--- src/rtl/nls_pkg.sv ---
// ----------------------------------------------------------------------------
// N50 length statistics package
// Shared sizes, word types and the control group of the sorting cells.
// ----------------------------------------------------------------------------
package nls_pkg;

    // Storage capacity and the width of one stored length.
    localparam int MAX_READS   = 1024;
    localparam int LENGTH_BITS = 24;

    // Derived internal widths.
    localparam int CNT_W      = $clog2(MAX_READS + 1);
    localparam int SUM_W      = LENGTH_BITS + $clog2(MAX_READS);
    localparam int DIVIDEND_W = SUM_W + 1;

    // Fixed widths of the port fields.
    localparam int LEN_FW   = 24;
    localparam int TOTAL_FW = 34;
    localparam int COUNT_FW = 11;

    typedef struct packed {
        logic [LEN_FW-1:0] read_length;
        logic              is_last;
    } nls_in_t;

    typedef struct packed {
        logic [TOTAL_FW-1:0] total_bases;
        logic [COUNT_FW-1:0] read_count;
        logic [LEN_FW-1:0]   avg_length;
        logic [LEN_FW-1:0]   longest_length;
        logic [LEN_FW-1:0]   n50_length;
        logic [COUNT_FW-1:0] n50_index;
        logic                overflowed;
    } nls_out_t;

    // A length travelling from one cell to the next.
    typedef struct packed {
        logic                   valid;
        logic [LENGTH_BITS-1:0] value;
    } nls_pass_t;

    // Broadcast control for the whole row of cells.
    typedef struct packed {
        logic shift;
        logic clear;
    } nls_cell_ctrl_t;

endpackage

--- src/rtl/nls_cell.sv ---
// ----------------------------------------------------------------------------
// N50 sorting cell
// One cell of the systolic insertion sorter; keeps the larger length.
// ----------------------------------------------------------------------------
module nls_cell (
    input  logic                           clk,
    input  logic                           rst_n,
    input  nls_pkg::nls_cell_ctrl_t        ctrl,
    input  nls_pkg::nls_pass_t             pass_in,
    input  logic [nls_pkg::LENGTH_BITS-1:0] right_value,
    output nls_pkg::nls_pass_t             pass_out,
    output logic [nls_pkg::LENGTH_BITS-1:0] value
);

    logic [nls_pkg::LENGTH_BITS-1:0] value_reg;
    logic [nls_pkg::LENGTH_BITS-1:0] value_next;
    logic                            occ_reg;
    logic                            occ_next;
    logic                            pass_valid_reg;
    logic [nls_pkg::LENGTH_BITS-1:0] pass_value_reg;
    nls_pkg::nls_pass_t              pass_next;

    // An empty cell absorbs the arriving length; a full one keeps the
    // larger of the two and hands the smaller one on.
    always_comb
    begin
        value_next       = value_reg;
        occ_next         = occ_reg;
        pass_next.valid  = 1'b0;
        pass_next.value  = pass_in.value;
        if (ctrl.clear)
        begin
            occ_next = 1'b0;
        end
        else if (ctrl.shift)
        begin
            value_next = right_value;
        end
        else if (pass_in.valid)
        begin
            if (!occ_reg)
            begin
                value_next = pass_in.value;
                occ_next   = 1'b1;
            end
            else if (pass_in.value > value_reg)
            begin
                value_next      = pass_in.value;
                pass_next.valid = 1'b1;
                pass_next.value = value_reg;
            end
            else
            begin
                pass_next.valid = 1'b1;
            end
        end
    end

    always_ff @(posedge clk or negedge rst_n)
    begin
        if (!rst_n)
        begin
            occ_reg        <= 1'b0;
            pass_valid_reg <= 1'b0;
        end
        else
        begin
            occ_reg        <= occ_next;
            pass_valid_reg <= pass_next.valid;
        end
    end

    always_ff @(posedge clk)
    begin
        value_reg      <= value_next;
        pass_value_reg <= pass_next.value;
    end

    assign pass_out = {pass_valid_reg, pass_value_reg};
    assign value    = value_reg;

endmodule

--- config.mk ---
export PLATFORM = sky130hd
export DESIGN_NAME = nls_cell
export DESIGN_NICKNAME = d
export VERILOG_FILES = /design/src/rtl/nls_pkg.sv /design/src/rtl/nls_cell.sv
export SDC_FILE = /design/constraint.sdc
export NUM_CORES = 1
export LEC_CHECK = 0
export BUFFER_PORTS_ARGS = -buffer_cell sky130_fd_sc_hd__buf_2
export CAP_MARGIN = 30
export CORE_ASPECT_RATIO = 0.5
export CORE_UTILIZATION = 50
export DETAILED_ROUTE_END_ITERATION = 12
export PLACE_DENSITY = 0.9
export REMOVE_ABC_BUFFERS = 1
export SYNTH_ARGS = -nofsm -noshare
export SYNTH_HDL_FRONTEND = slang
export SYNTH_SLANG_ARGS = --single-unit
export TNS_END_PERCENT = 50
--- constraint.sdc ---
create_clock -name clk -period 5.2 [get_ports clk]
set_input_delay 0.52 -clock clk [delete_from_list [all_inputs] [get_ports clk]]
set_output_delay 0.52 -clock clk [all_outputs]
set_load 0.02 [all_outputs]
==> results of run 1 <==
[synth_stat cells]
| cell | count |
|---|---|
| sky130_fd_sc_hd__nand4_1 | 5 |
| sky130_fd_sc_hd__o211ai_1 | 1 |
| sky130_fd_sc_hd__mux2_2 | 27 |
| sky130_fd_sc_hd__nand3_1 | 2 |
| sky130_fd_sc_hd__a221oi_2 | 1 |
| sky130_fd_sc_hd__o211ai_4 | 1 |
| sky130_fd_sc_hd__dfrtp_1 | 2 |
| sky130_fd_sc_hd__buf_4 | 1 |
| sky130_fd_sc_hd__nor3_1 | 1 |
| sky130_fd_sc_hd__edfxtp_1 | 24 |
| sky130_fd_sc_hd__o21ai_1 | 1 |
| sky130_fd_sc_hd__a21oi_1 | 8 |
| sky130_fd_sc_hd__nor3b_4 | 1 |
| sky130_fd_sc_hd__o21ai_0 | 3 |
| sky130_fd_sc_hd__nor2_1 | 5 |
| sky130_fd_sc_hd__nand4_4 | 1 |
| sky130_fd_sc_hd__a21oi_2 | 2 |
| sky130_fd_sc_hd__o31a_2 | 1 |
| sky130_fd_sc_hd__inv_1 | 25 |
| sky130_fd_sc_hd__nor2b_1 | 3 |
| sky130_fd_sc_hd__o211ai_2 | 2 |
| sky130_fd_sc_hd__ha_1 | 24 |
| sky130_fd_sc_hd__clkbuf_1 | 3 |
| sky130_fd_sc_hd__buf_12 | 2 |
| sky130_fd_sc_hd__mux2_4 | 20 |
| sky130_fd_sc_hd__nand2_1 | 7 |
| sky130_fd_sc_hd__nor4_2 | 1 |
| sky130_fd_sc_hd__a211oi_1 | 1 |
| sky130_fd_sc_hd__a21boi_0 | 1 |
| sky130_fd_sc_hd__dfxtp_1 | 24 |
[kinds of logic (layout without fill, tap and decap cells)]
group,after synthesis,count (layout),share of synthesized area
compound gates,22,22,0.06487
fa+ha+maj,24,24,0.1136
buf+inv,31,137,0.05777
flops,50,50,0.4735
mux,47,47,0.2287
simple gates,26,26,0.06155
[routing by layer]
layer	track usage	wire, um
met5	0	0
met4	0.1150	130
met3	0.05049	241
met2	0.3664	2752
met1	0.2319	2385
[critical path: cells and delay by family, from the launching register on]
family | cells | cell delay [ns]
compound gates | 5 | 1.30
flops | 1 | 0.39
fa+ha+maj | 1 | 0.34
mux | 1 | 0.31
buf+inv | 2 | 0.29
[layout make-up]
type	count	area, sq um
well taps	70	87.58
fillers	367	1693
multi-input cells	119	1242
flip-flops and latches	50	1251
repair buffers	104	550.5
clock buffers	6	72.57
clock inverters	2	8.758
inverters	25	93.84
[power by group through the flow]
stage | clock, mW | sequential, mW | combinational, mW
after detailed placement | 0 | 0.471 | 0.202
after global placement | 0 | 0.468 | 0.193
after CTS | 0.225 | 0.461 | 0.204
after global routing | 0.237 | 0.464 | 0.221
after floorplan | 0 | 0.505 | 0.0902
final | 0.222 | 0.461 | 0.203
[final timing paths]
| kind | from | endpoint | slack [ns] | cells after the start |
|---|---|---|---|---|
| worst min register to register | occ_reg | occ_reg | 0.53 | 2 |
| worst min-delay path | pass_in[0] | pass_value_reg[0] | 0.45 | 2 |
| max in group asynchronous | rst_n | occ_reg | 4.58 | 2 |
| worst max register to register | value[15] | pass_value_reg[13] | 2.46 | 9 |
| min in group asynchronous | rst_n | pass_valid_reg | 0.53 | 2 |
| worst max-delay path | value[15] | pass_value_reg[13] | 2.46 | 9 |
[stage by stage]
stage	instances	util	hold WS [ns]	instance area [sq um]	worst slack (ns)
finish	376	0.6614	0.4539	3307	2.458
CTS	376	0.6614	0.4474	3307	2.442
detailed placement	367	0.6431	0.3061	3216	2.254
global route	376	0.6614	0.4541	3307	2.295
floorplan	194	-	0.2244	2584	2.220
global placement	366	0.6376	0.3054	3188	2.173
==> flow_summary.yaml, run 1 <==
run_status:
  status: "finished clean"
sta:
  totalNegativeSetupSlack_ns: 0
  final-hold-violation-count: 0
  min_period_ns: 2.742
  achievable-frequency_ghz: 0.3647
  drv_slew: 0
  tightestPinTransition_ns: 0.6722
  rsz0062_at_grt: "no"
  timing.final.crit_share: 0.5274
  finClkSkew_ns: 0.009428
  max_slew_headroom: 0.5497
  timing.final.setup_violations: 0
logic_synthesis:
  synthCells: 200
  synth_area_leader_cell: "sky130_fd_sc_hd__edfxtp_1"
  synth.yosys.warnings: 0
  number_of_flip_flops_and_latches_in_the_synthesized_netlist: 50
  yosysSeqAreaShare: 0.4735
  synthesis.area_per_instance_sq_um: 13.21
  mappedNetlistArea_sq_um: 2643
  netlist.area_leader.share: 0.2727
  ys_types: 30
  synth_top_cells_by_area: "sky130_fd_sc_hd__edfxtp_1 27%, sky130_fd_sc_hd__dfxtp_1 18%, sky130_fd_sc_hd__mux2_2 12%, sky130_fd_sc_hd__ha_1 11%, sky130_fd_sc_hd__mux2_4 11%"
placed_design:
  number_of_port_buffers: 101
  detailed_place_hpwl_mm: 4.274
  finalWeightedCongestion: 0.7520
grt:
  grt_max_degree: 28
  global_route_wire_length_before_repair_mm: 8.590
  antenna_found_initial: 0
  first_global_vias: 1900
  grt-ovfl-total: 0
  globalRouteTotalUtil: 0.2044
detailed_routing:
  dr.pass1.iters: 4
  drc: 0
  remaining_number_of_nets_flagged_by_the_antenna_check_after_routing: 0
  wl_per_cell_um: 14.65
  dr_total_vias: 1903
  detail_route.wirelength_mm: 5.509
  drt_iter0_markers: 34
  viasPerCell: 5.061
worst_setup_path:
  cp_slowest_cell: "sky130_fd_sc_hd__o211ai_4"
  worst-endpoint-arrival_ns: 2.94
  worstPathCellList: "inv_1 > ha_1 > a21oi_2 > o21ai_1 > a221oi_2 > o211ai_2 > o211ai_4 > buf_16 > mux2_4"
  worstSetupEndpointType: "register"
  cp.required_ns: 5.40
  slowest_delay_ns: 0.60
  cp_max_fo: 13
  worst_setup_path_start_kind: "register"
  critical_setup_path_kind: "reg -> reg"
power:
  power_density_nw_per_um2: 268.0
  cellInternalPower_uw: 628.0
  p_clk_frac: 0.251
  p_seq_frac: 0.520
  p_switching_uw: 258.2
  combPwrFrac: 0.229
  total_leakage_power_nw: 1.627
  power.switching_fraction: 0.2913
  power.ir.vdd_worst_v: 0.0001368
  design_power_total_uw: 886.2
flow_run:
  max-cap-violations: 0
clock_tree:
  clock_tree.root_cell: "sky130_fd_sc_hd__clkbuf_8"
  number_of_h_tree_branching_levels: 2
  clk_pin_slew_worst_paths_ns: 0.09
  cts_post_setup_buffers_inserted: 0
  clk_path_buf_depth: 2
  cts_buffers: 5
  cts.sink_count: 50
  insertion_delay_ns: 0.31
  tritoncts_clock_tree: "built"
  ctsHoldBuffers: 1
  post_cts.resized_instances: 0
die:
  row_count: 18
  die-area_sq_um: 5597
  core_area_sq_um: 5000
  initial_core_util: 0.5285
  floorplan.io_pins: 102
  die_y_um: 53.41
  die_width_um: 104.8
layout:
  finish.net_count: 382
  mostFrequentLayoutCell: "sky130_fd_sc_hd__buf_2"
  fraction_of_final_layout_cells_sized_beyond_drive_strength_1: 0.5458
  antennaDiodeCount: 0
  synthToLayoutAreaGrowth_pct: 25.14
  commonest_non_fill_non_tap_cells_in_the_layout: "101 x sky130_fd_sc_hd__buf_2, 27 x sky130_fd_sc_hd__mux2_2, 25 x sky130_fd_sc_hd__inv_1"
hold_path:
  hold_path_class: "in -> reg"
Power figures use the tool's default switching activity.
==> run 2: changes to the inputs <==
Settings changed: CORE_UTILIZATION 50 to 49, PLACE_DENSITY 0.9 to 0.88.
Clock period 5.2 ns to 2.6 ns, I/O delays scaled along.
==> run 2 against run 1 <==
  * Sequential cell count did not move
  * Clock power rose by 100%
  * Global-route usage barely moved
  * Die area rose by 2.0%
  * Maximum frequency rose by 12%
  * Clock skew barely moved
  * Sequential power rose by 100%
  * Sequential share of layout area fell by 0.45 points
  * Register-to-register slack got worse by 2.3 ns
  * Non-clock buffer count rose by 3
  * Critical endpoint is now pass_value_reg[2]
==> flow_summary.yaml, run 2 (same netlist as run 1, synthesis figures left out) <==
placed_design:
  placement.cell_area_sq_um: 3256
  pre_cts_slack_ns: 0.1771
  detailed_place_hpwl_mm: 4.438
  finalWeightedCongestion: 0.7240
  number_of_port_buffers: 101
worst_setup_path:
  worstSetupEndpointType: "register"
  slowest_delay_ns: 0.39
  worst_setup_path_startpoint: "value[13]"
  worst-endpoint-arrival_ns: 2.65
  worst_setup_path_start_kind: "register"
  critPathTopFamily: "compound AO/OA/AOI/OAI gates"
  rr_startpoint: "value[13]"
  cp.required_ns: 2.81
  cp_max_fo: 12
  cp_slowest_cell: "sky130_fd_sc_hd__edfxtp_1"
  path_buf_inv: 2
  setup.reg_to_reg.worst_slack_ns: 0.15
  critical_setup_path_kind: "reg -> reg"
  worstPathCellList: "inv_1 > ha_1 > a21oi_2 > o21ai_1 > a221oi_2 > o211ai_2 > o211ai_4 > buf_12 > mux2_2"
power:
  power_density_nw_per_um2: 533.2
  power.ir.vdd_worst_v: 0.0002374
  total_leakage_power_nw: 1.648
die:
  initial_core_util: 0.5238
  core_area_sq_um: 5045
  die-area_sq_um: 5708
  floorplan.io_pins: 102
  row_count: 18
  die_y_um: 53.93
  die_width_um: 105.9
hold_path:
  hold_path.startpoint: "pass_in[0]"
  hold_path_class: "in -> reg"
sta:
  post-route-worst-setup-slack_ns: 0.1527
  final-hold-violation-count: 0
  max_slew_headroom: 0.7566
  finClkSkew_ns: 0.009417
  min_period_ns: 2.447
  rsz0062_at_grt: "no"
  timing.final.setup_violations: 0
  tightestPinTransition_ns: 0.3651
  timing.final.crit_share: 0.9413
  achievable-frequency_ghz: 0.4086
  drv_slew: 0
layout:
  seqCellArea_sq_um: 1251
  antennaDiodeCount: 0
  commonest_non_fill_non_tap_cells_in_the_layout: "101 x sky130_fd_sc_hd__buf_2, 27 x sky130_fd_sc_hd__mux2_2, 25 x sky130_fd_sc_hd__inv_1"
  multi_input_gate_area_sq_um: 1242
  fraction_of_final_layout_cells_sized_beyond_drive_strength_1: 0.5502
  mostFrequentLayoutCell: "sky130_fd_sc_hd__buf_2"
  synthToLayoutAreaGrowth_pct: 26.66
  n_fill_cell: 383
  finalInstanceArea_sq_um: 3347
  finish.net_count: 385
clock_tree:
  cts_post_setup_buffers_inserted: 0
  cts.sink_count: 50
  clk_path_buf_depth: 2
  clk_pin_slew_worst_paths_ns: 0.09
  cts_buffers: 5
  tritoncts_clock_tree: "built"
  number_of_h_tree_branching_levels: 2
  clock_tree.root_cell: "sky130_fd_sc_hd__clkbuf_8"
  insertion_delay_ns: 0.31
grt:
  grt-ovfl-total: 0
  globalRouteTotalUtil: 0.2049
  first_global_vias: 1983
  grt_max_degree: 26
  antenna_found_initial: 0
  global_route_wire_length_before_repair_mm: 8.852
detailed_routing:
  dr.pass1.iters: 4
  remaining_number_of_nets_flagged_by_the_antenna_check_after_routing: 0
  drt_iter0_markers: 41
  dr_total_vias: 1913
  viasPerCell: 5.047
  wl_per_cell_um: 15.18
  drc: 0
  detail_route.wirelength_mm: 5.755
run_status:
  status: "finished clean"
flow_run:
  max-cap-violations: 0
run 2: cell types whose count changed in the layout (fill, tap and decap cells not counted):
cell,change
sky130_fd_sc_hd__buf_12,+3
sky130_fd_sc_hd__buf_16,-1
sky130_fd_sc_hd__buf_4,+1
run 2: what timing repair did:
| action | 4_1_cts | 5_1_grt |
|---|---|---|
| resized for setup | 0 | 0 |
| hold endpoints to repair | 2 | 0 |
| setup endpoints to repair | 0 | 0 |
| hold buffers | 1 | 0 |
run 2: cell type report:
cell class / count / share of cell area
Multi-Input combinational cell: 119 / 0.3712
Timing Repair Buffer: 107 / 0.1764
Tap cell: 70 / 0.02617
Clock buffer: 6 / 0.02168
Clock inverter: 2 / 0.002617
Sequential cell: 50 / 0.3738
Inverter: 25 / 0.02804
run 2: routing by layer:
metal,vias up,share of wire,track usage
met4,0,0.022,0.09491
met2,52,0.51,0.3824
met1,912,0.42,0.2318
met5,-,0,0
met3,15,0.048,0.04964
li1,934,-,-
run 2: per-stage QoR:
step | power (mW) | cells | util | TNS [ns] | hold WS, ns
CTS | 1.788 | 379 | 0.6634 | 0 | 0.1908
global placement | 1.333 | 370 | 0.6453 | 0 | 0.04712
detailed placement | 1.352 | 370 | 0.6453 | 0 | 0.05178
global route | 1.857 | 379 | 0.6634 | 0 | 0.1928
floorplan | 1.189 | 194 | - | -10.89 | -0.03559
finish | 1.784 | 379 | 0.6634 | 0 | 0.1941
run 2: report_power, final:
part | switching [mW] | internal [mW]
clock network | 0.262 | 0.186
logic | 0.230 | 0.184
registers | 0.0295 | 0.893
run 2: worst paths after layout:
kind / endpoint / cells after the start
max in group asynchronous: occ_reg / 2
setup reg to reg: pass_value_reg[2] / 9
setup / recovery: pass_value_reg[2] / 9
min in group asynchronous: pass_valid_reg / 2
hold / removal: pass_value_reg[0] / 2
hold reg to reg: occ_reg / 2
run 2: worst register-to-register path: cells and delay by family, from the launching register on:
kind,cells,cell delay [ns]
buffers and inverters,2,0.26
AO/OA/AOI/OAI,5,1.03
adder cells (fa/ha/maj),1,0.33
multiplexers,1,0.34
flip-flops,1,0.39
==> run 3: changes to the inputs <==
Settings changed: CORE_MARGIN set to 10.
==> run 3 against run 2 <==
  * Utilization shrank 0.52 points
  * Largest power group unchanged
  * Highest routed layer unchanged
  * Clock power up 7.6%
  * Power rose by 1.6%
  * Critical path depth did not move
  * Clock skew shrank 0.0026 ns
  * Combinational power decreased by 1%
  * Clock-buffer cell count stayed put
  * Wire length increased by 13%
==> flow_summary.yaml, run 3 (same netlist as run 1, synthesis figures left out) <==
die:
  die_width_um: 123.9
  row_count: 18
  die-area_sq_um: 8908
  core_area_sq_um: 5067
  initial_core_util: 0.5215
  floorplan.io_pins: 102
  die_y_um: 71.93
power:
  total_leakage_power_nw: 1.642
  power_density_nw_per_um2: 543.7
  power.switching_fraction: 0.2908
  p_clk_frac: 0.266
  p_switching_uw: 527.4
  p_seq_frac: 0.508
  design_power_total_mw: 1.813
  combPwrFrac: 0.226
  cellInternalPower_mw: 1.286
  power.ir.vdd_worst_v: 0.0002877
placed_design:
  detailed_place_hpwl_mm: 5.251
  pre_cts_slack_ns: 0.2010
  finalWeightedCongestion: 0.7762
  number_of_port_buffers: 101
sta:
  achievable-frequency_ghz: 0.4141
  timing.final.crit_share: 0.9287
  post-route-worst-setup-slack_ns: 0.1853
  drv_slew: 0
  tightestPinTransition_ns: 0.3264
  max_slew_headroom: 0.7806
  final-hold-violation-count: 0
  timing.final.setup_violations: 0
  rsz0062_at_grt: "no"
  finClkSkew_ns: 0.006849
  min_period_ns: 2.415
  hold_ws_ns: 0.1853
detailed_routing:
  routed-wl-met2_mm: 3.453
  viasPerCell: 5.040
  drc: 0
  wl_per_cell_um: 17.16
  detail_route.wirelength_mm: 6.503
  remaining_number_of_nets_flagged_by_the_antenna_check_after_routing: 0
  wl_met3_um: 324
  dr_total_vias: 1910
  met1Wirelength_mm: 2.517
  dr.max_layer_used: "met4"
  drt_iter0_markers: 66
  dr.pass1.iters: 4
layout:
  synthToLayoutAreaGrowth_pct: 26.23
  finish.net_count: 385
  fraction_of_final_layout_cells_sized_beyond_drive_strength_1: 0.5566
  commonest_non_fill_non_tap_cells_in_the_layout: "101 x sky130_fd_sc_hd__buf_2, 27 x sky130_fd_sc_hd__mux2_2, 25 x sky130_fd_sc_hd__inv_1"
  antennaDiodeCount: 0
  mostFrequentLayoutCell: "sky130_fd_sc_hd__buf_2"
grt:
  first_global_vias: 2084
  grt-ovfl-total: 0
  grt_max_degree: 16
  global_route_wire_length_before_repair_mm: 10.14
  antenna_found_initial: 0
  globalRouteTotalUtil: 0.1460
run_status:
  status: "finished clean"
worst_setup_path:
  crit-reg2reg-capture: "pass_value_reg[4]"
  critical_setup_path_kind: "reg -> reg"
  timing.reg2reg.worst_path_depth: 9
  setup.reg_to_reg.worst_slack_ns: 0.19
  cp.required_ns: 2.80
  cp_max_fo: 11
  worstSetupEndpointType: "register"
  worst-endpoint-arrival_ns: 2.62
  worst_setup_path_start_kind: "register"
  rr_startpoint: "value[13]"
clock_tree:
  clk_pin_slew_worst_paths_ns: 0.09
  cts.sink_count: 50
  clock_tree.root_cell: "sky130_fd_sc_hd__clkbuf_8"
  insertion_delay_ns: 0.31
  clk_path_buf_depth: 2
  cts_buffers: 5
  number_of_h_tree_branching_levels: 2
  tritoncts_clock_tree: "built"
hold_path:
  worstHoldPathCells: 2
  hold_path.startpoint: "ctrl[0]"
  holdPathEnd: "occ_reg"
  hold_path_class: "in -> reg"
flow_run:
  max-cap-violations: 0
==> run 3: cell types whose count changed in the layout (fill, tap and decap cells not counted), sizes merged <==
cell,delta
clkinvlp,+1
clkinv,-1
==> run 3: critical path: stages (launching register included) <==
cell and delay [ns]:
sky130_fd_sc_hd__edfxtp_1 0.39, sky130_fd_sc_hd__inv_1 0.06, sky130_fd_sc_hd__ha_1 0.32, sky130_fd_sc_hd__a21oi_2 0.14
sky130_fd_sc_hd__o21ai_1 0.10, sky130_fd_sc_hd__a221oi_2 0.29, sky130_fd_sc_hd__o211ai_2 0.16, sky130_fd_sc_hd__o211ai_4 0.24
sky130_fd_sc_hd__buf_4 0.28, sky130_fd_sc_hd__mux2_4 0.32
==> run 3: area by class of cell <==
cell class	instances	area, sq um
fillers	382	1732
flip-flops and latches	50	1251
multi-input cells	119	1242
repair buffers	107	565.5
inverters	25	93.84
well taps	70	87.58
clock buffers	6	82.58
clock inverters	2	12.51
==> run 3: worst max-delay path by stage <==
stage	from	endpoint	slack, ns
CTS	value[13]	pass_value_reg[4]	0.16
global placement	value[17]	pass_value_reg[22]	0.28
finish	value[13]	pass_value_reg[4]	0.19
floorplan	value[15]	value[0]	-0.38
detailed placement	value[15]	pass_value_reg[4]	0.20
global route	value[15]	pass_value_reg[4]	0.03
==> run 3: routing by layer <==
layer | GRT usage | vias up
met2 | 0.2694 | 50
met5 | 0 | -
li1 | - | 935
met4 | 0.08472 | 0
met1 | 0.1460 | 910
met3 | 0.03938 | 15
==> run 3: power by group through the flow <==
stage / clock network [mW] / registers, mW / logic (mW)
3_3_place_gp: 0 / 0.936 / 0.398
4_1_cts: 0.495 / 0.922 / 0.416
2_1_floorplan: 0 / 1.01 / 0.180
6_report: 0.482 / 0.922 / 0.410
3_5_place_dp: 0 / 0.940 / 0.411
5_1_grt: 0.530 / 0.930 / 0.449
==> run 3: repair_timing <==
| item | in CTS | in global routing |
|---|---|---|
| hold buffers | 1 | 0 |
| gates resized for setup | 0 | 0 |
| hold endpoints to repair | 2 | 0 |
| setup buffers | 0 | 0 |
==> run 3: through the flow <==
stage / utilization / area [sq um] / std cells / setup TNS, ns
after floorplan: - / 2584 / 194 / -10.89
after global placement: 0.6375 / 3231 / 370 / 0
after detailed placement: 0.6375 / 3231 / 370 / 0
after CTS: 0.6583 / 3336 / 379 / 0
after global routing: 0.6583 / 3336 / 379 / 0
final: 0.6583 / 3336 / 379 / 0
