### src/rtl/nls_pkg.sv
// ----------------------------------------------------------------------------
// N50 length statistics package
// Shared sizes, word types and the control group of the sorting cells.
// ----------------------------------------------------------------------------
package nls_pkg;

    // Storage capacity and the width of one stored length.
    localparam int MAX_READS   = 1024;
    localparam int LENGTH_BITS = 24;

    // Derived internal widths.
    localparam int CNT_W      = $clog2(MAX_READS + 1);
    localparam int SUM_W      = LENGTH_BITS + $clog2(MAX_READS);
    localparam int DIVIDEND_W = SUM_W + 1;

    // Fixed widths of the port fields.
    localparam int LEN_FW   = 24;
    localparam int TOTAL_FW = 34;
    localparam int COUNT_FW = 11;

    typedef struct packed {
        logic [LEN_FW-1:0] read_length;
        logic              is_last;
    } nls_in_t;

    typedef struct packed {
        logic [TOTAL_FW-1:0] total_bases;
        logic [COUNT_FW-1:0] read_count;
        logic [LEN_FW-1:0]   avg_length;
        logic [LEN_FW-1:0]   longest_length;
        logic [LEN_FW-1:0]   n50_length;
        logic [COUNT_FW-1:0] n50_index;
        logic                overflowed;
    } nls_out_t;

    // A length travelling from one cell to the next.
    typedef struct packed {
        logic                   valid;
        logic [LENGTH_BITS-1:0] value;
    } nls_pass_t;

    // Broadcast control for the whole row of cells.
    typedef struct packed {
        logic shift;
        logic clear;
    } nls_cell_ctrl_t;

endpackage

### src/rtl/nls_div.sv
// ----------------------------------------------------------------------------
// N50 mean divider
// Restoring divider giving one quotient bit per cycle.
// ----------------------------------------------------------------------------
module nls_div (
    input  logic                            clk,
    input  logic                            rst_n,
    input  logic                            start,
    input  logic [nls_pkg::DIVIDEND_W-1:0]  dividend,
    input  logic [nls_pkg::CNT_W-1:0]       divisor,
    output logic                            done,
    output logic [nls_pkg::DIVIDEND_W-1:0]  quotient
);

    localparam int STEP_W = $clog2(nls_pkg::DIVIDEND_W + 1);

    logic [nls_pkg::DIVIDEND_W-1:0] quo_reg;
    logic [nls_pkg::DIVIDEND_W-1:0] quo_next;
    logic [nls_pkg::CNT_W-1:0]      rem_reg;
    logic [nls_pkg::CNT_W-1:0]      rem_next;
    logic [nls_pkg::CNT_W-1:0]      dsr_reg;
    logic [nls_pkg::CNT_W-1:0]      dsr_next;
    logic [STEP_W-1:0]              step_reg;
    logic [STEP_W-1:0]              step_next;
    logic                           busy_reg;
    logic                           busy_next;
    logic                           done_reg;
    logic                           done_next;
    logic [nls_pkg::CNT_W:0]        trial;
    logic [nls_pkg::CNT_W:0]        diff;

    // The dividend shifts out at the top while quotient bits enter below.
    always_comb
    begin
        trial     = {rem_reg, quo_reg[nls_pkg::DIVIDEND_W-1]};
        diff      = trial - {1'b0, dsr_reg};
        quo_next  = quo_reg;
        rem_next  = rem_reg;
        dsr_next  = dsr_reg;
        step_next = step_reg;
        busy_next = busy_reg;
        done_next = done_reg;
        if (start)
        begin
            quo_next  = dividend;
            rem_next  = '0;
            dsr_next  = divisor;
            step_next = '0;
            busy_next = 1'b1;
            done_next = 1'b0;
        end
        else if (busy_reg)
        begin
            if (trial >= {1'b0, dsr_reg})
            begin
                rem_next = diff[nls_pkg::CNT_W-1:0];
                quo_next = {quo_reg[nls_pkg::DIVIDEND_W-2:0], 1'b1};
            end
            else
            begin
                rem_next = trial[nls_pkg::CNT_W-1:0];
                quo_next = {quo_reg[nls_pkg::DIVIDEND_W-2:0], 1'b0};
            end
            step_next = step_reg + STEP_W'(1);
            if (step_reg == STEP_W'(nls_pkg::DIVIDEND_W - 1))
            begin
                busy_next = 1'b0;
                done_next = 1'b1;
            end
        end
    end

    always_ff @(posedge clk or negedge rst_n)
    begin
        if (!rst_n)
        begin
            busy_reg <= 1'b0;
            done_reg <= 1'b0;
            step_reg <= '0;
        end
        else
        begin
            busy_reg <= busy_next;
            done_reg <= done_next;
            step_reg <= step_next;
        end
    end

    always_ff @(posedge clk)
    begin
        quo_reg <= quo_next;
        rem_reg <= rem_next;
        dsr_reg <= dsr_next;
    end

    assign done     = done_reg;
    assign quotient = quo_reg;

endmodule

### config.mk
export PLATFORM = sky130hd
export DESIGN_NAME = nls_div
export DESIGN_NICKNAME = d
export VERILOG_FILES = /design/src/rtl/nls_pkg.sv /design/src/rtl/nls_div.sv
export SDC_FILE = /design/constraint.sdc
export NUM_CORES = 1
export LEC_CHECK = 0
export BUFFER_PORTS_ARGS = -buffer_cell sky130_fd_sc_hd__buf_2
export CORE_MARGIN = 3
export CORE_UTILIZATION = 45
export CTS_CLUSTER_SIZE = 10
export DETAILED_ROUTE_END_ITERATION = 10
export GPL_TIMING_DRIVEN = 0
export PLACE_DENSITY = 0.8
export SYNTH_ARGS = -nofsm -noshare
export SYNTH_HDL_FRONTEND = slang
export SYNTH_SLANG_ARGS = --single-unit
export TNS_END_PERCENT = 50
### constraint.sdc
create_clock -name clk -period 2.3 [get_ports clk]
set_input_delay 0.46 -clock clk [delete_from_list [all_inputs] [get_ports clk]]
set_output_delay 0.46 -clock clk [all_outputs]
set_load 0.01 [all_outputs]
==> impl_results.md, run 1 <==
* CP peak stage delay at 0.42 ns
* Nets at 417
* Worst-path clk slew at around 0.070 ns
* Critical Path AT at ~2.6 ns
* Initial core utilization at 0.468
* Status: complete, but fails checks
* Area Growth Syn to Fin at 25.8%
* Die X at between 90 and 100 um
* Max Buffers Root-to-Sink at 2
* Wirelength per Cell at 14.8 um
* Largest net degree at the start of global routing at 19
* Clock Latency Late Sink at 0.34 ns
* Setup crit end kind: flip-flop
* Critical R2R Launch: dsr_reg[0]
* Worst-Margin Slew at around 0.6 ns
* Seq pwr share at 0.522
* Worst rel slew slack at 0.599
* Max IR drop VDD at 0.445 mV
* Ys async rst share at 0.123
* Worst path cell trace: ha_4 > fa_2 > nand2b_4 > a21oi_4 > o21ai_2 > a22o_4 > mux2_4 > a211oi_2
* Yosys top cell by area: edfxtp_1
* Cell Count, Final, Fillers Out at 455
* Final Hold Slack at 0.288 ns
* Cells on worst reg2reg path at 8
* Placed insts at between 400 and 500
* Drc violations at 0
* Top cell type's share of synthesized area at 0.432
* Total CTS buffers at 9
* Dpl hpwl at 4.87 mm
* Via count at 2,308
* Sw Share at 0.269
* CP Launch Type: flip-flop
* Die H at approximately 90 um
* Worst Path Required at around 2.6 ns
* Pleak at 1.75 nW
* Initial antenna violation count at 0
* IO buf count at 84
* 1st-iter DRT viols at 103
* First-pass GRT wire length at 11.0 mm
* Fraction of layout cells with a size suffix above 1 at 0.443
* Register area share after synthesis at 0.564
* Busiest grt layer: met2
* Final instance area at 4020 um^2
* Post-DP Area at 3740 um^2
* Hold path endpoint: dsr_reg[5]
* Fmax at 429 MHz
* RSZ-0062 raised after global routing: yes
* H-tree levels at 3
* Power per cell area at roughly 670 nW/um^2
* # fillers at around 580
* Detailed Routing Iterations Pass 1 at 4
* Clock power share at 0.325
* WL final at 6.74 mm
* Hold Violations, Final at 0
* RD Place Congestion at 0.800
* Multi-input gate area at 1340 um^2
* Core ar. at 6830 um^2
* Total global-route track usage at 0.172
* Die area at 8150 um^2
* CTS Sinks at 65
* Pre-CTS worst setup slack at -0.773 ns
* TritonCTS clock tree: built
* Setup TNS Final at -0.0296 ns
* EDFF count, synth at 46
* Register bit count reported by yosys at 65
* CP Class: flip-flop to flip-flop
* Net count after synthesis at around 320
* Sw Pwr at 0.724 mW
* Comb power frac at 0.153
* Root Buffer: clkbuf_8
* Synth Flop Type: edfxtp_1
* Slowest cell on crit path: edfxtp_1
* Met2 usage at 0.293
* Violated checks: setup timing
* Fin crit share at 1.01
* Distinct cell type count after synthesis at 45
* GRT overflow at 0
* Met1 Use GR at 0.199
* Final max-slew violation count at 0
* YS warnings at 0
* Register area at 1800 um^2
* FF-to-FF End: rem_reg[0]
* Final Total Pwr at 2.69 mW
* Via density at 5.07
* Min-Delay Path Depth at 1
* CP max FO at 6
* Top-Level Pins at between 80 and 90
* Max FFs per register at 35
* Vias in the first global route at ~2,400
* Ant diodes at 0
* Setup WS post-layout at -0.0296 ns
* R2R Setup Slk at -0.03 ns
* Synth Cell Area at 3200 um^2
* Mean area per synthesized cell at 12.6 um^2
* Setup violations, final at 1
* Top cells by area, synth: edfxtp_1 43%, mux2_2 12%, dfxtp_1 6.9%, dfrtp_1 6.3%, ha_1 5.1%
* Antenna Nets Post-Route at 0
* Hold/Removal Path Class: input port to flip-flop
* Layout Skew at approximately 0.0067 ns
* HP Start: divisor[5]
* Pint at 1.96 mW
* Core Util, Final at 0.588
* FP Rows at 30
* Max cap viols at 0
* Synth Instances at 253
* Fin crit period at 2.33 ns
* GR Util met3 at 0.0608
[worst max-delay path: cells and delay by family (launching register included)]
| family | cells | cell delay, ns |
|---|---|---|
| AO/OA/AOI/OAI | 4 | 0.76 |
| adder cells (fa/ha/maj) | 2 | 0.58 |
| flip-flops | 1 | 0.42 |
| multiplexers | 1 | 0.31 |
| AND/OR/NAND/NOR | 1 | 0.16 |
[power by group through the flow]
| stage | combinational, mW | sequential, mW | clock (mW) |
|---|---|---|---|
| 3_3_place_gp | 0.374 | 1.42 | 0 |
| 4_1_cts | 0.398 | 1.40 | 0.888 |
| 6_report | 0.411 | 1.40 | 0.873 |
| 3_5_place_dp | 0.387 | 1.43 | 0 |
| 5_1_grt | 0.451 | 1.42 | 0.952 |
| 2_1_floorplan | 0.200 | 1.45 | 0 |
[Yosys cell counts, types with 2 or more instances]
master / count
a211oi_1: 4
a21oi_1: 7
and3_1: 2
buf_1: 6
clkbuf_1: 2
dfrtp_1: 8
dfxtp_1: 11
edfxtp_1: 46
ha_1: 13
inv_1: 17
mux2_2: 35
mux2i_1: 6
nand2_1: 15
nand2b_1: 2
nand4_1: 5
nor2_1: 20
nor2b_1: 3
nor3_1: 4
o211ai_1: 2
o21ai_0: 10
xnor2_1: 6
xor2_1: 6
[placed cells by master (no fill, tap or decap), types with 3 or more instances in the layout]
cell type / n
a211oi_1: 3
a21oi_1: 7
buf_1: 6
buf_2: 84
buf_4: 4
clkbuf_8: 9
clkinv_4: 4
clkinvlp_4: 3
dfrtp_1: 8
dfxtp_1: 11
edfxtp_1: 46
ha_1: 12
inv_1: 15
mux2_2: 35
mux2i_1: 5
nand2_1: 15
nand4_1: 5
nor2_1: 19
nor2b_1: 3
nor3_1: 4
o21ai_0: 7
o21ai_1: 4
xnor2_1: 6
xor2_1: 6
[layout make-up]
type                       instances  area share
clock inverter                     7      0.0140
buffer                             9      0.0112
timing repair inverter             1     0.00187
inverter                          17      0.0168
sequential                        65       0.448
timing repair buffer              89       0.115
tap                               96      0.0299
multi-input combinational        162       0.333
clock buffer                       9      0.0308
[per-layer routing]
metal / share of wire / routed length, um / up-vias
li1: - / - / 1131
met1: 0.41 / 2760 / 1098
met2: 0.51 / 3440 / 69
met3: 0.067 / 450 / 10
met4: 0.015 / 100 / 0
met5: 0 / 0 / -
[worst max-delay path by stage]
stage	start	endpoint	slack, ns
after floorplan	quotient[34]	rem_reg[0]	0.02
after global placement	start	quotient[18]	-0.73
after detailed placement	start	quotient[19]	-0.77
after CTS	quotient[34]	rem_reg[0]	0.01
after global routing	dsr_reg[0]	rem_reg[0]	-0.11
final	dsr_reg[0]	rem_reg[0]	-0.03
[timing repair]
item | 4_1_cts | 5_1_grt
endpoints found under the setup margin | 45 | 11
pin swaps | 0 | 9
gates resized for setup | 6 | 10
cloned | 1 | 0
buffers inserted | 0 | 4
endpoints found under the hold margin | 8 | 0
hold buffers | 1 | 0
[kinds of logic after synthesis]
family / share of synthesized area
muxes: 0.147
and+or+nand+nor: 0.0795
buffers and inverters: 0.0329
AOI/OAI and AO/OA: 0.0869
xor gates and xnor gates: 0.0329
DFF: 0.564
adders and majority gates: 0.0572
Note: power is estimated with default switching activity, not from simulation.
==> inputs of run 2 (changes only) <==
--- a/config.mk
+++ b/config.mk
@@ -8,9 +8,9 @@
 export BUFFER_PORTS_ARGS = -buffer_cell sky130_fd_sc_hd__buf_2
 export CORE_MARGIN = 3
-export CORE_UTILIZATION = 45
+export CORE_UTILIZATION = 36
 export CTS_CLUSTER_SIZE = 10
 export DETAILED_ROUTE_END_ITERATION = 10
 export GPL_TIMING_DRIVEN = 0
-export PLACE_DENSITY = 0.8
+export PLACE_DENSITY = 0.67
 export SYNTH_ARGS = -nofsm -noshare
 export SYNTH_HDL_FRONTEND = slang
==> constraint.sdc (replaced) <==
create_clock -name clk -period 2.3 [get_ports clk]
set_input_delay 0.115 -clock clk [delete_from_list [all_inputs] [get_ports clk]]
set_output_delay 0.115 -clock clk [all_outputs]
set_load 0.01 [all_outputs]
==> run 2 against run 1 <==
Compared with the run above:
- the run still ends with setup timing left
- first-iteration DRC count is 3.9% lower
- clock-buffer cell count up 1
- clock skew shrank 0.0026 ns
- register-to-register slack barely moved
- sequential power is essentially flat
- die area increased by 23%
- fmax about the same
- sequential share of layout area is 0.88 points lower
- core utilization shrank 10 points
- sequential cell count stayed put
- largest power group unchanged
==> impl_results.md, run 2 (same netlist as run 1, synthesis figures left out) <==
* Largest net degree at the start of global routing at 19 (unchanged)
* Hold/Removal Path Class: input port to flip-flop
* Power per cell area at 647 nW/um^2 (-3.2%)
* Detailed Routing Iterations Pass 1 at 4 (unchanged)
* Setup crit end kind: flip-flop
* # fillers at 805 (+40%)
* Total CTS buffers at 9 (unchanged)
* RD Place Congestion at 0.789 (-1.3%)
* RSZ-0062 raised after global routing: yes
* Final Hold Slack at 0.0658 ns (-0.223 ns)
* Pleak at 1.78 nW (+2.0%)
* GRT overflow at 0 (unchanged)
* WL final at 6.84 mm (+1.4%)
* WL met1 at 2.98 mm (+8.3%)
* Max cap viols at 0 (unchanged)
* Antenna Nets Post-Route at 0 (unchanged)
* Root Buffer: clkbuf_8
* Met3 wire length at 486 um (+8.0%)
* Worst rel slew slack at 0.596 (-0.00321)
* CP Launch Type: flip-flop
* Layout Skew at 0.00413 ns (-0.00259 ns)
* IO buf count at 84 (unchanged)
* Max IR drop VDD at 0.411 mV (-7.7%)
* CP Class: flip-flop to flip-flop
* Pre-CTS worst setup slack at -0.490 ns (+0.283 ns)
* CP max FO at 10 (+4)
* WL met2 at 3.25 mm (-5.3%)
* Critical Path AT at 2.58 ns (about the same)
* Fmax at 429 MHz (about the same)
* Die area at 10,000 um^2 (+23%)
* FP Rows at 33 (+10%)
* Fin crit period at 2.33 ns (-0.000893 ns)
* Top layer in use: met4
* Final max-slew violation count at 0 (unchanged)
* Die H at 100 um (+11%)
* Clock Latency Late Sink at 0.35 ns (about the same)
* Setup WS post-layout at -0.0287 ns (+0.000893 ns)
* Worst Path Required at 2.55 ns (about the same)
* Max FFs per register at 35 (unchanged)
* Max Buffers Root-to-Sink at 2 (unchanged)
* Wirelength per Cell at 14.5 um (-2.4%)
* Via count at 2,342 (+1.5%)
* TritonCTS clock tree: built
* Die X at 100 um (+11%)
* First-pass GRT wire length at 11.3 mm (+2.0%)
* Core ar. at 8420 um^2 (+23%)
* Drc violations at 0 (unchanged)
* H-tree levels at 3 (unchanged)
* Ant diodes at 0 (unchanged)
* Setup TNS Final at -0.0429 ns (-0.0132 ns)
* Worst-Margin Slew at 0.606 ns (+0.00482 ns)
* Initial core utilization at 0.379 (-0.0884)
* Fin crit share at 1.01 (about the same)
* Worst-path clk slew at 0.07 ns (about the same)
* Hold Violations, Final at 0 (unchanged)
* Violated checks: setup timing
* Via density at 4.95 (-2.4%)
* CTS Sinks at 65 (unchanged)
* Nets at 426 (+2.2%)
* Area Growth Syn to Fin at 28.3%
* Dpl hpwl at 4.97 mm (+1.9%)
* Top-Level Pins at 85 (unchanged)
* Vias in the first global route at 2,391 (-1.2%)
* Fraction of layout cells with a size suffix above 1 at 0.416 (-0.0271)
* Leading cell types in the layout, fill and taps excluded: 84 x buf_2, 46 x edfxtp_1, 35 x mux2_2, 19 x nor2_1
* Initial antenna violation count at 0 (unchanged)
* Total global-route track usage at 0.143 (-0.0287)
* Status: complete, but fails checks
* Setup violations, final at 3 (+2)
* 1st-iter DRT viols at 99 (-3.9%)
* Commonest non-fill, non-tap cell in the layout: buf_2
run 2: changes by cell type in the layout (fill, tap and decap cells not counted), moves of 2 or more:
cell	previous run	this run
buf_4	4	2
clkinv_2	1	3
clkinv_4	4	1
dlygate4sd3_1	1	12
o21ai_0	7	5
o21ai_1	4	6
run 2: worst paths after layout:
check	slack, ns	cells after the start	endpoint	startpoint
worst max-delay path	-0.03	9	rem_reg[6]	dsr_reg[0]
worst min-delay path	0.07	3	quotient[0]	dividend[0]
worst max register to register	-0.03	9	rem_reg[6]	dsr_reg[0]
worst min register to register	0.49	2	rem_reg[2]	rem_reg[2]
max in group asynchronous	2.00	2	step_reg[2]	rst_n
min in group asynchronous	0.14	2	done	rst_n
run 2: what timing repair did:
| action | 4_1_cts | 5_1_grt |
|---|---|---|
| gates resized for setup | 6 | 10 |
| gates cloned | 1 | 0 |
| endpoints found under the setup margin | 46 | 11 |
| setup buffers | 0 | 2 |
| hold buffers | 12 | 0 |
| pin swaps | 3 | 6 |
| endpoints found under the hold margin | 19 | 0 |
run 2: worst max-delay path, stage by stage, from the launching register on:
cell and delay (ns):
edfxtp_1 0.42, ha_4 0.20, fa_2 0.39, nand2b_4 0.16
a21oi_4 0.19, o21ai_2 0.11, a22o_4 0.27, buf_8 0.15
mux2i_1 0.12, a211oi_1 0.22
run 2: final cells by class:
class / count / area [um^2] / area share
clock buffer: 10 / 128 / 0.0311
buffer: 9 / 45.0 / 0.0110
inverter: 17 / 67.6 / 0.0165
multi-input combinational: 162 / 1330 / 0.324
timing repair inverter: 1 / 7.51 / 0.00183
timing repair buffer: 98 / 556 / 0.136
clock inverter: 6 / 35.0 / 0.00855
sequential: 65 / 1800 / 0.440
tap: 105 / 131 / 0.0321
run 2: through the flow:
stage | cell area [um^2] | std cells | power [mW] | utilization
after detailed placement | 3750 | 442 | 1.81 | 0.445
after CTS | 4060 | 471 | 2.67 | 0.482
final | 4100 | 473 | 2.65 | 0.487
after floorplan | 3200 | 253 | 1.65 | -
after global routing | 4100 | 473 | 2.78 | 0.487
after global placement | 3750 | 442 | 1.80 | 0.445
run 2: per-layer routing:
layer / global-route usage / vias to the layer above
li1: - / 1153
met1: 0.176 / 1119
met2: 0.226 / 63
met3: 0.0486 / 7
met4: 0.0653 / 0
met5: 0 / -
run 2: report_power, final:
part	leakage, nW	switching (mW)	internal (mW)
combinational	1.02	0.200	0.218
clock	0.0835	0.449	0.383
sequential	0.674	0.0473	1.36
==> inputs of run 3 (changes only) <==
CELL_PAD_IN_SITES_DETAIL_PLACEMENT = 1   (was unset)
CELL_PAD_IN_SITES_GLOBAL_PLACEMENT = 2   (was unset)
CORE_MARGIN = unset   (was 3)
CORE_UTILIZATION = 31   (was 36)
PLACE_DENSITY = 0.83   (was 0.67)
==> run 3 against run 2 <==
Compared with the run above:
- the run still ends with setup timing left
- power up 13%
- worst hold slack worse by 0.0016 ns
- design area up 4.1%
- first-iteration DRC count down 25%
- clock power up 38%
- wire length up 13%
- sequential cell count unchanged
==> impl_results.md, run 3 (same netlist as run 1, synthesis figures left out) <==
* Fraction of layout cells with a size suffix above 1 at 0.429 (+0.0132)
* Via count at 2,401 (+2.5%)
* 1st-iter DRT viols at 74 (-25%)
* First-pass GRT wire length at 12.6 mm (+12%)
* CTS Sinks at 65 (unchanged)
* CP max FO at 7 (-3)
* Clock Latency Late Sink at 0.34 ns (about the same)
* Initial antenna violation count at 0 (unchanged)
* Wirelength per Cell at 15.3 um (+5.9%)
* Status: complete, but fails checks
* Worst path cell trace: inv_2 > ha_4 > fa_2 > nand2b_4 > a21oi_4 > o21ai_2 > a22o_4 > buf_8 > mux2i_1 > a211oi_1
* Root Buffer: clkbuf_8
* Ant diodes at 0 (unchanged)
* Vias in the first global route at 2,575 (+7.7%)
* CP Launch Type: flip-flop
* Setup crit end kind: flip-flop
* Max FFs per register at 35 (unchanged)
* Min-Delay Path Depth at 3 (unchanged)
* Final Total Pwr at 2.99 mW (+13%)
* Worst Path Required at 2.54 ns (about the same)
* RSZ-0062 raised after global routing: yes
* IO buf count at 84 (unchanged)
* Pre-CTS worst setup slack at -0.543 ns (-0.0526 ns)
* Power per cell area at 702 nW/um^2 (+8.4%)
* Core Util, Final at 0.432 (-0.0542)
* Cell Count, Final, Fillers Out at 506 (+7.0%)
* Final instance area at 4270 um^2 (+4.1%)
* Slowest cell on crit path: fa_2
* Pleak at 1.85 nW (+3.8%)
* Die area at 10,700 um^2 (+6.7%)
* Fin crit period at 2.33 ns (+0.00240 ns)
* Hold/Removal Path Class: input port to flip-flop
* FF-to-FF End: rem_reg[6]
* Final max-slew violation count at 0 (unchanged)
* Post-DP Area at 3780 um^2 (+0.94%)
* Violated checks: setup timing
* Nets at 432 (+1.4%)
* CP top delay family: compound AO/OA/AOI/OAI gates
* Fin crit share at 1.01 (+0.00104)
* Max Buffers Root-to-Sink at 2 (unchanged)
* Cells on worst reg2reg path at 10 (+1)
* Dpl hpwl at 5.47 mm (+10%)
* Placed insts at 470 (+6.3%)
* Die H at 104 um (+3.3%)
* Worst rel slew slack at 0.599 (+0.00329)
* FP Rows at 36 (+9.1%)
* CP peak stage delay at 0.40 ns (-0.02 ns)
* TritonCTS clock tree: built
* Layout Skew at 0.00876 ns (+0.00464 ns)
* Hold Violations, Final at 0 (unchanged)
* GRT overflow at 0 (unchanged)
* Top-Level Pins at 85 (unchanged)
* Largest net degree at the start of global routing at 18 (-1)
* Worst-Margin Slew at 0.601 ns (-0.00493 ns)
* Total global-route track usage at 0.150 (+0.00774)
* Worst-path clk slew at 0.07 ns (about the same)
* Setup TNS Final at -0.0311 ns (+0.0117 ns)
* Antenna Nets Post-Route at 0 (unchanged)
* Buf+Inv Stages, Crit Path at 2 (+1)
* Drc violations at 0 (unchanged)
* Max cap viols at 0 (unchanged)
* Area Growth Syn to Fin at 33.5%
* Leading cell types in the layout, fill and taps excluded: 84 x buf_2, 46 x edfxtp_1, 35 x mux2_2, 19 x nor2_1
* WL final at 7.75 mm (+13%)
* Hold path endpoint: quotient[0]
* # fillers at 1,085 (+35%)
* Setup WS post-layout at -0.0311 ns (-0.00240 ns)
* RD Place Congestion at 0.736 (-6.8%)
* Final Hold Slack at 0.0642 ns (-0.00161 ns)
* Fmax at 429 MHz (-0.10%)
* Commonest non-fill, non-tap cell in the layout: buf_2
* Detailed Routing Iterations Pass 1 at 4 (unchanged)
* Die X at 104 um (+3.3%)
* R2R Setup Slk at -0.03 ns (about the same)
* Setup violations, final at 1 (-2)
* Total CTS buffers at 9 (unchanged)
* Initial core utilization at 0.324 (-0.0554)
* Core ar. at 9860 um^2 (+17%)
* HP Start: dividend[0]
* H-tree levels at 3 (unchanged)
* Max IR drop VDD at 0.369 mV (-10%)
* Critical Path AT at 2.58 ns (about the same)
* Via density at 4.75 (-4.2%)
* CP Class: flip-flop to flip-flop
* Critical R2R Launch: quotient[34]
run 3: cell type report:
| cell class | instances | area [um^2] | share of cell area |
|---|---|---|---|
| buffer | 9 | 45.0 | 0.0106 |
| clock buffer | 9 | 124 | 0.0290 |
| clock inverter | 6 | 108 | 0.0252 |
| inverter | 17 | 67.6 | 0.0158 |
| multi-input combinational | 162 | 1330 | 0.311 |
| sequential | 65 | 1800 | 0.422 |
| tap | 133 | 166 | 0.0390 |
| timing repair buffer | 104 | 618 | 0.145 |
| timing repair inverter | 1 | 7.51 | 0.00176 |
run 3: worst max-delay path by stage:
| stage | cells after the start | start | slack [ns] | end |
|---|---|---|---|---|
| floorplan | 9 | quotient[34] | 0.02 | rem_reg[0] |
| global placement | 5 | start | -0.52 | quotient[22] |
| detailed placement | 5 | start | -0.54 | quotient[9] |
| CTS | 10 | quotient[34] | 0.004 | rem_reg[9] |
| global route | 10 | quotient[34] | -0.15 | rem_reg[6] |
| finish | 10 | quotient[34] | -0.03 | rem_reg[6] |
run 3: what timing repair did:
action / CTS / global route
hold buffers: 12 / 0
buffers inserted: 2 / 5
setup endpoints to repair: 47 / 10
gates resized for setup: 9 / 7
hold endpoints to repair: 19 / 0
gates cloned: 1 / 1
pin swaps: 5 / 7
run 3: layer usage:
| layer | vias to the layer above | track usage | wire (um) |
|---|---|---|---|
| met5 | - | 0 | 0 |
| met4 | 0 | 0.0497 | 93 |
| met3 | 9 | 0.0548 | 518 |
| met2 | 67 | 0.243 | 3680 |
| met1 | 1158 | 0.186 | 3450 |
| li1 | 1167 | - | - |
run 3: power by group:
group          leakage [nW]  total, mW  internal (mW)  switching (mW)
sequential            0.674       1.41           1.36          0.0494
clock                 0.115       1.15          0.710           0.442
combinational          1.06      0.435          0.226           0.209
run 3: worst min-delay path: cells and delay by family:
kind | cells | cell delay, ns
buffers and inverters | 1 | 0.07
AO/OA/AOI/OAI | 1 | 0.06
AND/OR/NAND/NOR | 1 | 0.04
